**config.mk**
```make
export PLATFORM = sky130hd
export DESIGN_NAME = reduced_rc4_stream_cipher
export DESIGN_NICKNAME = d
export VERILOG_FILES = /design/src/rrc4_pkg.sv /design/src/reduced_rc4_stream_cipher.sv /design/src/rrc4_core.sv
export SDC_FILE = /design/constraint.sdc
export NUM_CORES = 2
export LEC_CHECK = 0
export BUFFER_PORTS_ARGS = -buffer_cell sky130_fd_sc_hd__buf_2
export CAP_MARGIN = 20
export CORE_MARGIN = 4
export CORE_UTILIZATION = 42
export DETAILED_ROUTE_END_ITERATION = 12
export SETUP_SLACK_MARGIN = 0.05
export SKIP_LAST_GASP = 1
export SLEW_MARGIN = 10
export SYNTH_ARGS = -nofsm -noshare
export SYNTH_HDL_FRONTEND = slang
export SYNTH_HIERARCHICAL = 1
export SYNTH_SLANG_ARGS = --single-unit
```
**constraint.sdc**
```tcl
create_clock -name clk -period 12 [get_ports clk]
set_input_delay 0.6 -clock clk [delete_from_list [all_inputs] [get_ports clk]]
set_output_delay 0.6 -clock clk [all_outputs]
set_load 0.02 [all_outputs]
```
**src/rrc4_pkg.sv**
```systemverilog
// shared types and constants for the reduced rc4 stream cipher
`default_nettype none

package rrc4_pkg;

  // payload and key geometry
  localparam int DATA_W    = 8;
  localparam int KEY_BYTES = 30;
  localparam int KSEL_W    = 5;
  localparam int ADDR_W    = 5;
  localparam int PDATA_W   = 64;
  localparam int TOP_W     = 48;

  // whole key, byte 0 in the low bits
  typedef logic [KEY_BYTES-1:0][7:0] key_t;

  // configuration register indexes (paddr bits 4:3)
  typedef enum logic [1:0] {
    REG_KEY_LO   = 2'd0,
    REG_KEY_MID  = 2'd1,
    REG_KEY_HIGH = 2'd2,
    REG_KEY_TOP  = 2'd3
  } reg_idx_t;

  // input transaction payload
  typedef struct packed {
    logic [DATA_W-1:0] data_byte;
    logic              last_in_buffer;
  } item_t;

  // output transaction payload
  typedef struct packed {
    logic [DATA_W-1:0] out_byte;
    logic              last_out;
  } result_t;

endpackage

`default_nettype wire

```
**src/reduced_rc4_stream_cipher.sv**
```systemverilog
// top level: key registers on the apb port and the cipher core
// a byte is accepted only while the core is idle, so each byte finishes before the next;
//   the first byte of a buffer first runs the key schedule (an identity fill of the
//   table, then keyed swaps, then a restart of the data step)
// data step: the table memory has one write and one registered read port, so a byte
//   is done in steps (read S[i], read S[j], swap write with read S[t], final write)
// reset: synchronous; clears the key registers and marks a schedule pending
`default_nettype none

module reduced_rc4_stream_cipher #(
  parameter int TABLE_SIZE = 128,
  parameter int KEY_LENGTH = 30
) (
  input  wire logic                          clk,
  input  wire logic                          rst,
  input  wire logic                          item_valid,
  output logic                               item_ready,
  input  wire rrc4_pkg::item_t               item,
  output logic                               result_valid,
  input  wire logic                          result_ready,
  output rrc4_pkg::result_t                  result,
  input  wire logic                          psel,
  input  wire logic                          penable,
  input  wire logic                          pwrite,
  input  wire logic [rrc4_pkg::ADDR_W-1:0]   paddr,
  input  wire logic [rrc4_pkg::PDATA_W-1:0]  pwdata,
  output logic [rrc4_pkg::PDATA_W-1:0]       prdata,
  output logic                               pready
);
  import rrc4_pkg::*;

  logic [PDATA_W-1:0] key_lo, key_mid, key_high;
  logic [TOP_W-1:0]   key_top;
  key_t               key;
  reg_idx_t           reg_idx;
  logic               wr_stb;

  assign pready  = 1'b1;
  assign reg_idx = reg_idx_t'(paddr[4:3]);
  assign wr_stb  = psel && penable && pwrite && pready;
  assign key     = {key_top, key_high, key_mid, key_lo};

  // key register writes
  always_ff @(posedge clk) begin
    if (rst) begin
      key_lo   <= '0;
      key_mid  <= '0;
      key_high <= '0;
      key_top  <= '0;
    end else if (wr_stb) begin
      unique case (reg_idx)
        REG_KEY_LO:   key_lo   <= pwdata;
        REG_KEY_MID:  key_mid  <= pwdata;
        REG_KEY_HIGH: key_high <= pwdata;
        REG_KEY_TOP:  key_top  <= pwdata[TOP_W-1:0];
      endcase
    end
  end

  // register read back
  always_comb begin
    unique case (reg_idx)
      REG_KEY_LO:   prdata = key_lo;
      REG_KEY_MID:  prdata = key_mid;
      REG_KEY_HIGH: prdata = key_high;
      REG_KEY_TOP:  prdata = PDATA_W'(key_top);
    endcase
  end

  // cipher core
  rrc4_core #(
    .TABLE_SIZE (TABLE_SIZE),
    .KEY_LENGTH (KEY_LENGTH)
  ) u_core (
    .clk          (clk),
    .rst          (rst),
    .key          (key),
    .item_valid   (item_valid),
    .item_ready   (item_ready),
    .item         (item),
    .result_valid (result_valid),
    .result_ready (result_ready),
    .result       (result)
  );

endmodule

`default_nettype wire

```
**src/rrc4_core.sv**
```systemverilog
// permutation table memory, key schedule and keystream sequencer
`default_nettype none

module rrc4_core #(
  parameter int TABLE_SIZE = 128,
  parameter int KEY_LENGTH = 30
) (
  input  wire logic              clk,
  input  wire logic              rst,
  input  wire rrc4_pkg::key_t    key,
  input  wire logic              item_valid,
  output logic                   item_ready,
  input  wire rrc4_pkg::item_t   item,
  output logic                   result_valid,
  input  wire logic              result_ready,
  output rrc4_pkg::result_t      result
);
  import rrc4_pkg::*;

  localparam int IDX_W  = $clog2(TABLE_SIZE);
  localparam int KIDX_W = (KEY_LENGTH > 1) ? $clog2(KEY_LENGTH) : 1;
  localparam logic [IDX_W-1:0]  IDX_LAST  = IDX_W'(TABLE_SIZE - 1);
  localparam logic [KIDX_W-1:0] KIDX_LAST = KIDX_W'(KEY_LENGTH - 1);
  localparam logic [IDX_W:0]    TS1       = (IDX_W + 1)'(TABLE_SIZE);
  localparam logic [IDX_W+1:0]  TS2       = (IDX_W + 2)'(TABLE_SIZE);
  localparam logic [IDX_W+1:0]  TS2X2     = (IDX_W + 2)'(2 * TABLE_SIZE);

  typedef enum logic [9:0] {
    ST_IDLE    = 10'b00_0000_0001,
    ST_FILL    = 10'b00_0000_0010,
    ST_KS_RD_N = 10'b00_0000_0100,
    ST_KS_RD_J = 10'b00_0000_1000,
    ST_KS_WR_N = 10'b00_0001_0000,
    ST_KS_WR_J = 10'b00_0010_0000,
    ST_RD_I    = 10'b00_0100_0000,
    ST_RD_J    = 10'b00_1000_0000,
    ST_SWAP    = 10'b01_0000_0000,
    ST_FIN     = 10'b10_0000_0000
  } state_t;

  state_t state, state_next;

  // control and working registers
  logic              pending, pending_next;
  logic [IDX_W-1:0]  idx_i, idx_i_next;
  logic [IDX_W-1:0]  idx_j, idx_j_next;
  logic [IDX_W-1:0]  cnt, cnt_next;
  logic [KIDX_W-1:0] kidx, kidx_next;
  logic [IDX_W-1:0]  s_held, s_held_next;
  logic              fwd_hit, fwd_hit_next;
  logic [IDX_W-1:0]  fwd_val, fwd_val_next;
  logic [DATA_W-1:0] data_q, data_q_next;
  logic              last_q, last_q_next;
  logic              result_valid_next;
  result_t           result_next;

  // table memory ports
  logic [IDX_W-1:0]  mem [TABLE_SIZE];
  logic [IDX_W-1:0]  rdata;
  logic              rd_en, wr_en;
  logic [IDX_W-1:0]  rd_addr, wr_addr, wr_data;

  // key byte reduced modulo the table size
  logic [IDX_W-1:0]  key_mod [256];
  for (genvar g = 0; g < 256; g++) begin : g_kmod
    assign key_mod[g] = IDX_W'(g % TABLE_SIZE);
  end

  // index arithmetic
  logic [IDX_W-1:0]  i_inc, cnt_inc, ks_j, dj, t_idx, ks;
  logic [KIDX_W-1:0] kidx_inc;
  logic [7:0]        kb;
  logic [IDX_W+1:0]  sum3;
  logic [IDX_W:0]    sum_dj, sum_t;

  assign i_inc    = (idx_i == IDX_LAST) ? '0 : idx_i + 1'b1;
  assign cnt_inc  = (cnt == IDX_LAST) ? '0 : cnt + 1'b1;
  assign kidx_inc = (kidx == KIDX_LAST) ? '0 : kidx + 1'b1;
  assign kb       = key[KSEL_W'(kidx)];

  // schedule step: j + S[n] + key, below three table sizes
  assign sum3 = (IDX_W + 2)'(idx_j) + (IDX_W + 2)'(rdata) + (IDX_W + 2)'(key_mod[kb]);
  always_comb begin
    priority if (sum3 >= TS2X2) begin
      ks_j = IDX_W'(sum3 - TS2X2);
    end else if (sum3 >= TS2) begin
      ks_j = IDX_W'(sum3 - TS2);
    end else begin
      ks_j = IDX_W'(sum3);
    end
  end

  // data step: j + S[i] and S[i] + S[j]
  assign sum_dj = {1'b0, idx_j} + {1'b0, rdata};
  assign dj     = (sum_dj >= TS1) ? IDX_W'(sum_dj - TS1) : IDX_W'(sum_dj);
  assign sum_t  = {1'b0, s_held} + {1'b0, rdata};
  assign t_idx  = (sum_t >= TS1) ? IDX_W'(sum_t - TS1) : IDX_W'(sum_t);

  // keystream value with forwarding of the swap writes
  assign ks = fwd_hit ? fwd_val : rdata;

  assign item_ready = (state == ST_IDLE);

  // sequencer
  always_comb begin
    state_next        = state;
    pending_next      = pending;
    idx_i_next        = idx_i;
    idx_j_next        = idx_j;
    cnt_next          = cnt;
    kidx_next         = kidx;
    s_held_next       = s_held;
    fwd_hit_next      = fwd_hit;
    fwd_val_next      = fwd_val;
    data_q_next       = data_q;
    last_q_next       = last_q;
    result_next       = result;
    result_valid_next = result_valid && !result_ready;
    rd_en             = 1'b0;
    rd_addr           = i_inc;
    wr_en             = 1'b0;
    wr_addr           = cnt;
    wr_data           = cnt;
    unique case (state)
      ST_IDLE: begin
        if (item_valid) begin
          data_q_next = item.data_byte;
          last_q_next = item.last_in_buffer;
          if (pending) begin
            cnt_next   = '0;
            state_next = ST_FILL;
          end else begin
            idx_i_next = i_inc;
            rd_en      = 1'b1;
            rd_addr    = i_inc;
            state_next = ST_RD_J;
          end
        end
      end
      ST_FILL: begin
        wr_en   = 1'b1;
        wr_addr = cnt;
        wr_data = cnt;
        cnt_next = cnt_inc;
        if (cnt == IDX_LAST) begin
          idx_j_next = '0;
          kidx_next  = '0;
          state_next = ST_KS_RD_N;
        end
      end
      ST_KS_RD_N: begin
        rd_en      = 1'b1;
        rd_addr    = cnt;
        state_next = ST_KS_RD_J;
      end
      ST_KS_RD_J: begin
        s_held_next = rdata;
        idx_j_next  = ks_j;
        rd_en       = 1'b1;
        rd_addr     = ks_j;
        state_next  = ST_KS_WR_N;
      end
      ST_KS_WR_N: begin
        wr_en      = 1'b1;
        wr_addr    = cnt;
        wr_data    = rdata;
        state_next = ST_KS_WR_J;
      end
      ST_KS_WR_J: begin
        wr_en   = 1'b1;
        wr_addr = idx_j;
        wr_data = s_held;
        if (cnt == IDX_LAST) begin
          idx_i_next   = '0;
          idx_j_next   = '0;
          pending_next = 1'b0;
          state_next   = ST_RD_I;
        end else begin
          cnt_next   = cnt_inc;
          kidx_next  = kidx_inc;
          state_next = ST_KS_RD_N;
        end
      end
      ST_RD_I: begin
        idx_i_next = i_inc;
        rd_en      = 1'b1;
        rd_addr    = i_inc;
        state_next = ST_RD_J;
      end
      ST_RD_J: begin
        s_held_next = rdata;
        idx_j_next  = dj;
        rd_en       = 1'b1;
        rd_addr     = dj;
        state_next  = ST_SWAP;
      end
      ST_SWAP: begin
        // write S[i] <- S[j] and read S[t] in the same cycle
        wr_en   = 1'b1;
        wr_addr = idx_i;
        wr_data = rdata;
        rd_en   = 1'b1;
        rd_addr = t_idx;
        priority if (t_idx == idx_i) begin
          fwd_hit_next = 1'b1;
          fwd_val_next = rdata;
        end else if (t_idx == idx_j) begin
          fwd_hit_next = 1'b1;
          fwd_val_next = s_held;
        end else begin
          fwd_hit_next = 1'b0;
          fwd_val_next = rdata;
        end
        state_next = ST_FIN;
      end
      ST_FIN: begin
        // write S[j] <- S[i]; wait here while the output register is full
        wr_en   = 1'b1;
        wr_addr = idx_j;
        wr_data = s_held;
        if (!result_valid || result_ready) begin
          result_next.out_byte = data_q ^ DATA_W'(ks);
          result_next.last_out = last_q;
          result_valid_next    = 1'b1;
          pending_next         = last_q;
          state_next           = ST_IDLE;
        end
      end
      default: begin
        state_next = ST_IDLE;
      end
    endcase
  end

  // table memory, one write and one registered read
  always_ff @(posedge clk) begin
    if (wr_en) begin
      mem[wr_addr] <= wr_data;
    end
    if (rd_en) begin
      rdata <= mem[rd_addr];
    end
  end

  // control state
  always_ff @(posedge clk) begin
    if (rst) begin
      state        <= ST_IDLE;
      pending      <= 1'b1;
      idx_i        <= '0;
      idx_j        <= '0;
      result_valid <= 1'b0;
    end else begin
      state        <= state_next;
      pending      <= pending_next;
      idx_i        <= idx_i_next;
      idx_j        <= idx_j_next;
      result_valid <= result_valid_next;
    end
  end

  // working and payload registers
  always_ff @(posedge clk) begin
    cnt     <= cnt_next;
    kidx    <= kidx_next;
    s_held  <= s_held_next;
    fwd_hit <= fwd_hit_next;
    fwd_val <= fwd_val_next;
    data_q  <= data_q_next;
    last_q  <= last_q_next;
    result  <= result_next;
  end

  // a transaction that opens a buffer starts the table fill
  a_fill_start: assert property (@(posedge clk) disable iff (rst)
    item_valid && item_ready && pending |=> state == ST_FILL)
    else $error("buffer start did not enter the table fill");

  // a result only appears from the final step of a byte
  a_result_src: assert property (@(posedge clk) disable iff (rst)
    $rose(result_valid) |-> $past(state == ST_FIN))
    else $error("result raised outside the final step");

  // indices stay within the table
  a_idx_range: assert property (@(posedge clk) disable iff (rst)
    (32'(idx_i) < TABLE_SIZE) && (32'(idx_j) < TABLE_SIZE))
    else $error("index beyond table size");

  // end of the key schedule clears both indices and the pending flag
  a_sched_end: assert property (@(posedge clk) disable iff (rst)
    state == ST_KS_WR_J && cnt == IDX_LAST |=> !pending && idx_i == '0 && idx_j == '0)
    else $error("key schedule did not finish cleanly");

endmodule

`default_nettype wire

```
==> run summary <==
Initial DRC Count: 3254
Final Core Density: 0.473
EDFF count, synth: 948
Hold Crit Endpoint: u_core/state[0]
worst r2r dst: u_core/rdata[0]
fin area: 59400 sq um
maximum fanout along the worst path: 40
vias in the first global route: 33800
Clock transition at path regs: 0.06 ns
Die Span X: 364 microns
All-Layer GR Usage: 0.216
WP data required: 12.56 ns
Fin. Hold Viols: 0
drt pass-1 iters: 5
Site Rows: 130
placed insts: 5842
RSZ-0062 raised after global routing: no
Data arrival, critical path: 8.36 ns
clock latency on the worst-skew pair: 0.76 ns
WS Path Type: reg2reg
Synth Warn #: 6
hold buffers post-CTS: 9
DRC: 0
outcome: completed
Most Crowded Layer GR: met2
Tmin final: 7.80 ns
Synth Register Bits: 1214
Syn Std Cell Area: 53100 sq um
routed len/inst: 23.8 microns
startpoint types: flip-flop
Clock Sink Count: 1214
first-pass GRT wire length: 216000 microns
maximum clock path buffer count: 3
Rel. slew slack: 0.243
dpl cell area: 55300 sq um
final WL: 144000 microns
Worst R2R Setup Slack: 4.20 ns
Setup Skew: 0.0251 ns
DR vias: 34500
f_max: 128 MHz
Avg Vias per Cell: 5.67
Layout area overhead: 12.0%
DP Wirelength: 87700 microns
Initial Util: 0.423
Cells after Synth: 4260
initial antenna violation count: 5
Final Max Slew Viols: 0
DIE HEIGHT: 364 microns
Core Area: 126000 sq um
Syn Area/Cell: 12.5 sq um
routability cong.: 0.881
Pwr Total: 8.96 mW
register area share after synthesis: 0.637
Routed Antenna Nets: 0
Tcrit/Tclk final: 0.650
CTS tree: done
crit end category: flip-flop
Post-CTS Setup Repair Bufs: 0
FF-to-FF path depth: 22
H-tree levels: 4
Setup TNS: 0 ns
ant diodes: 0
CTS resizes: 0
Async SR Flop Fraction: 0
Clock Root Buffer: clkbuf_16
Power Density: 151 nW/um^2
fin nets: 4450
P_leak: 21.4 nW
clock buffer count from CTS: 130
VDD IR-drop max: 155 uV
Synthesized Nets: 4375
Ports: 161
pin count of the biggest net entering global routing: 161
GR Util met2: 0.349
met1 Usage GRT: 0.292
Worst Hold Path Cells: 3
total die area: 132000 sq um
M3 GR Usage: 0.0399
Layout Cells excl Fill: 6081
I/O Buffers: 156
layout cells sized above 1: 0.118
final setup violating endpoints: 0
max-cap violation count: 0
worst r2r src: u_core/kidx[0]
synth unique cells: 73
Tightest Pin Transition: 1.14 ns
GRT Residual Overflow: 0
Hold Crit Class: in2reg
hold_sp: item_valid
prevailing post-synth register cell: edfxtp_1
-- cell families (layout without fill, tap and decap cells) --
group / Yosys count / count (layout) / share of synthesized area
compound gates: 557 / 557 / 0.0649
xor+xnor: 45 / 45 / 0.00742
fa+ha+maj: 30 / 30 / 0.00834
buf+inv: 296 / 467 / 0.0245
flops: 1214 / 1214 / 0.637
mux: 464 / 464 / 0.112
other cells: 1 / 1 / 0.0000706
simple gates: 1653 / 1653 / 0.146
-- metal layers --
metal  vias up  share of wire
met5         -        0.00028
met1     17200           0.42
met4         8          0.036
met2      1242           0.47
li1      15800              -
met3       272          0.068
-- how the worst max path moves through the flow --
| stage | from | end | slack (ns) | cells past startpoint |
|---|---|---|---|---|
| floorplan | u_core/kidx[0] | u_core/rdata[3] | 5.71 | 21 |
| global placement | u_core/kidx[0] | u_core/rdata[4] | 4.32 | 22 |
| detailed placement | u_core/kidx[0] | u_core/rdata[0] | 4.21 | 22 |
| CTS | u_core/kidx[0] | u_core/rdata[0] | 4.22 | 22 |
| global route | u_core/kidx[0] | u_core/rdata[1] | 3.69 | 18 |
| finish | u_core/kidx[0] | u_core/rdata[0] | 4.20 | 22 |
-- cells in the final DEF, fill, tap and decap left out, types with 10 or more instances in the layout --
cell	n
a22oi_1	39
mux4_2	103
a21oi_1	271
ha_1	21
dfxtp_1	266
nand4_1	21
nand3_1	292
nor3_1	16
and3_1	15
nand2b_1	310
clkbuf_16	133
xor2_1	17
inv_1	22
clkinv_2	15
xnor2_1	28
o21ai_0	31
nor2b_1	11
o22ai_1	52
clkinv_1	20
clkbuf_1	36
buf_2	153
nand2_1	691
mux2i_1	347
nor4_1	23
edfxtp_1	948
a22o_1	26
a211oi_1	31
a21o_1	23
nor2_1	206
a32oi_1	10
buf_4	48
-- critical path, stage by stage, from the launching register on --
cell and delay [ns]:
edfxtp_1 0.32, buf_4 0.33, buf_4 0.68, mux4_2 0.62
mux4_2 0.48, nor2_1 0.10, a21oi_1 0.13, fa_1 0.56
ha_1 0.17, inv_1 0.06, fa_1 0.59, nor3b_1 0.07
o211ai_1 0.19, o211ai_1 0.23, mux2i_2 0.20, buf_4 0.35
nor2_2 0.05, buf_4 0.25, nand2_1 0.74, a21oi_1 0.21
or4_1 0.51, o31a_1 0.39, nor4_1 0.30
-- registers in the layout, summed over array words and instances, names as in the netlist, 5 cells and up --
name / flops
u_core/mem: 896
u_core/fwd_val: 7
u_core/cnt: 7
key_top: 48
u_core/idx_i: 7
key_lo: 64
key_mid: 64
u_core/result: 9
key_high: 64
u_core/s_held: 7
u_core/kidx: 5
u_core/rdata: 7
u_core/idx_j: 7
u_core/data_q: 8
u_core/state: 10
-- synth_stat cells (10+ instances only) --
master      n  area [sq um]
edfxtp_1  948         28500
nand2_1   697          2620
mux2i_1   351          3510
nand2b_1  310          1940
nand3_1   297          1490
a21oi_1   271          1360
dfxtp_1   266          5330
nor2_1    207           777
clkbuf_1  156           586
mux4_2    103          2320
buf_1      53           199
o22ai_1    52           325
a22oi_1    39           293
buf_2      37           185
a211oi_1   31           233
o21ai_0    31           155
xnor2_1    28           245
a22o_1     26           228
a21o_1     23           173
nor4_1     23           144
inv_1      22          82.6
ha_1       21           263
nand4_1    21           131
buf_4      18           135
nor3_1     17          85.1
xor2_1     17           149
and3_1     15          93.8
nor2b_1    11          68.8
a32oi_1    10          87.6
buf_6      10           113
mux2_2     10           113
-- metrics by stage --
stage	hold WS (ns)	setup slack, ns
after floorplan	0.400	5.71
after global placement	0.401	4.32
after detailed placement	0.417	4.21
after CTS	0.119	4.22
after global routing	0.152	3.69
final	0.179	4.20
-- power breakdown --
part	internal (mW)	switching, mW	leakage (nW)
Sequential	4.67	0.0277	10.7
Combinational	0.105	0.334	8.72
Clock	2.18	1.64	1.95
-- layout make-up --
| type | count | area [sq um] |
|---|---|---|
| sequential | 1214 | 33800 |
| tap | 1650 | 2060 |
| clock inverter | 54 | 470 |
| multi-input combinational | 2750 | 18200 |
| timing repair buffer | 217 | 1340 |
| clock buffer | 174 | 3530 |
| inverter | 22 | 82.6 |
| fill | 11200 | 66100 |
(Power assumes the default switching activity.)
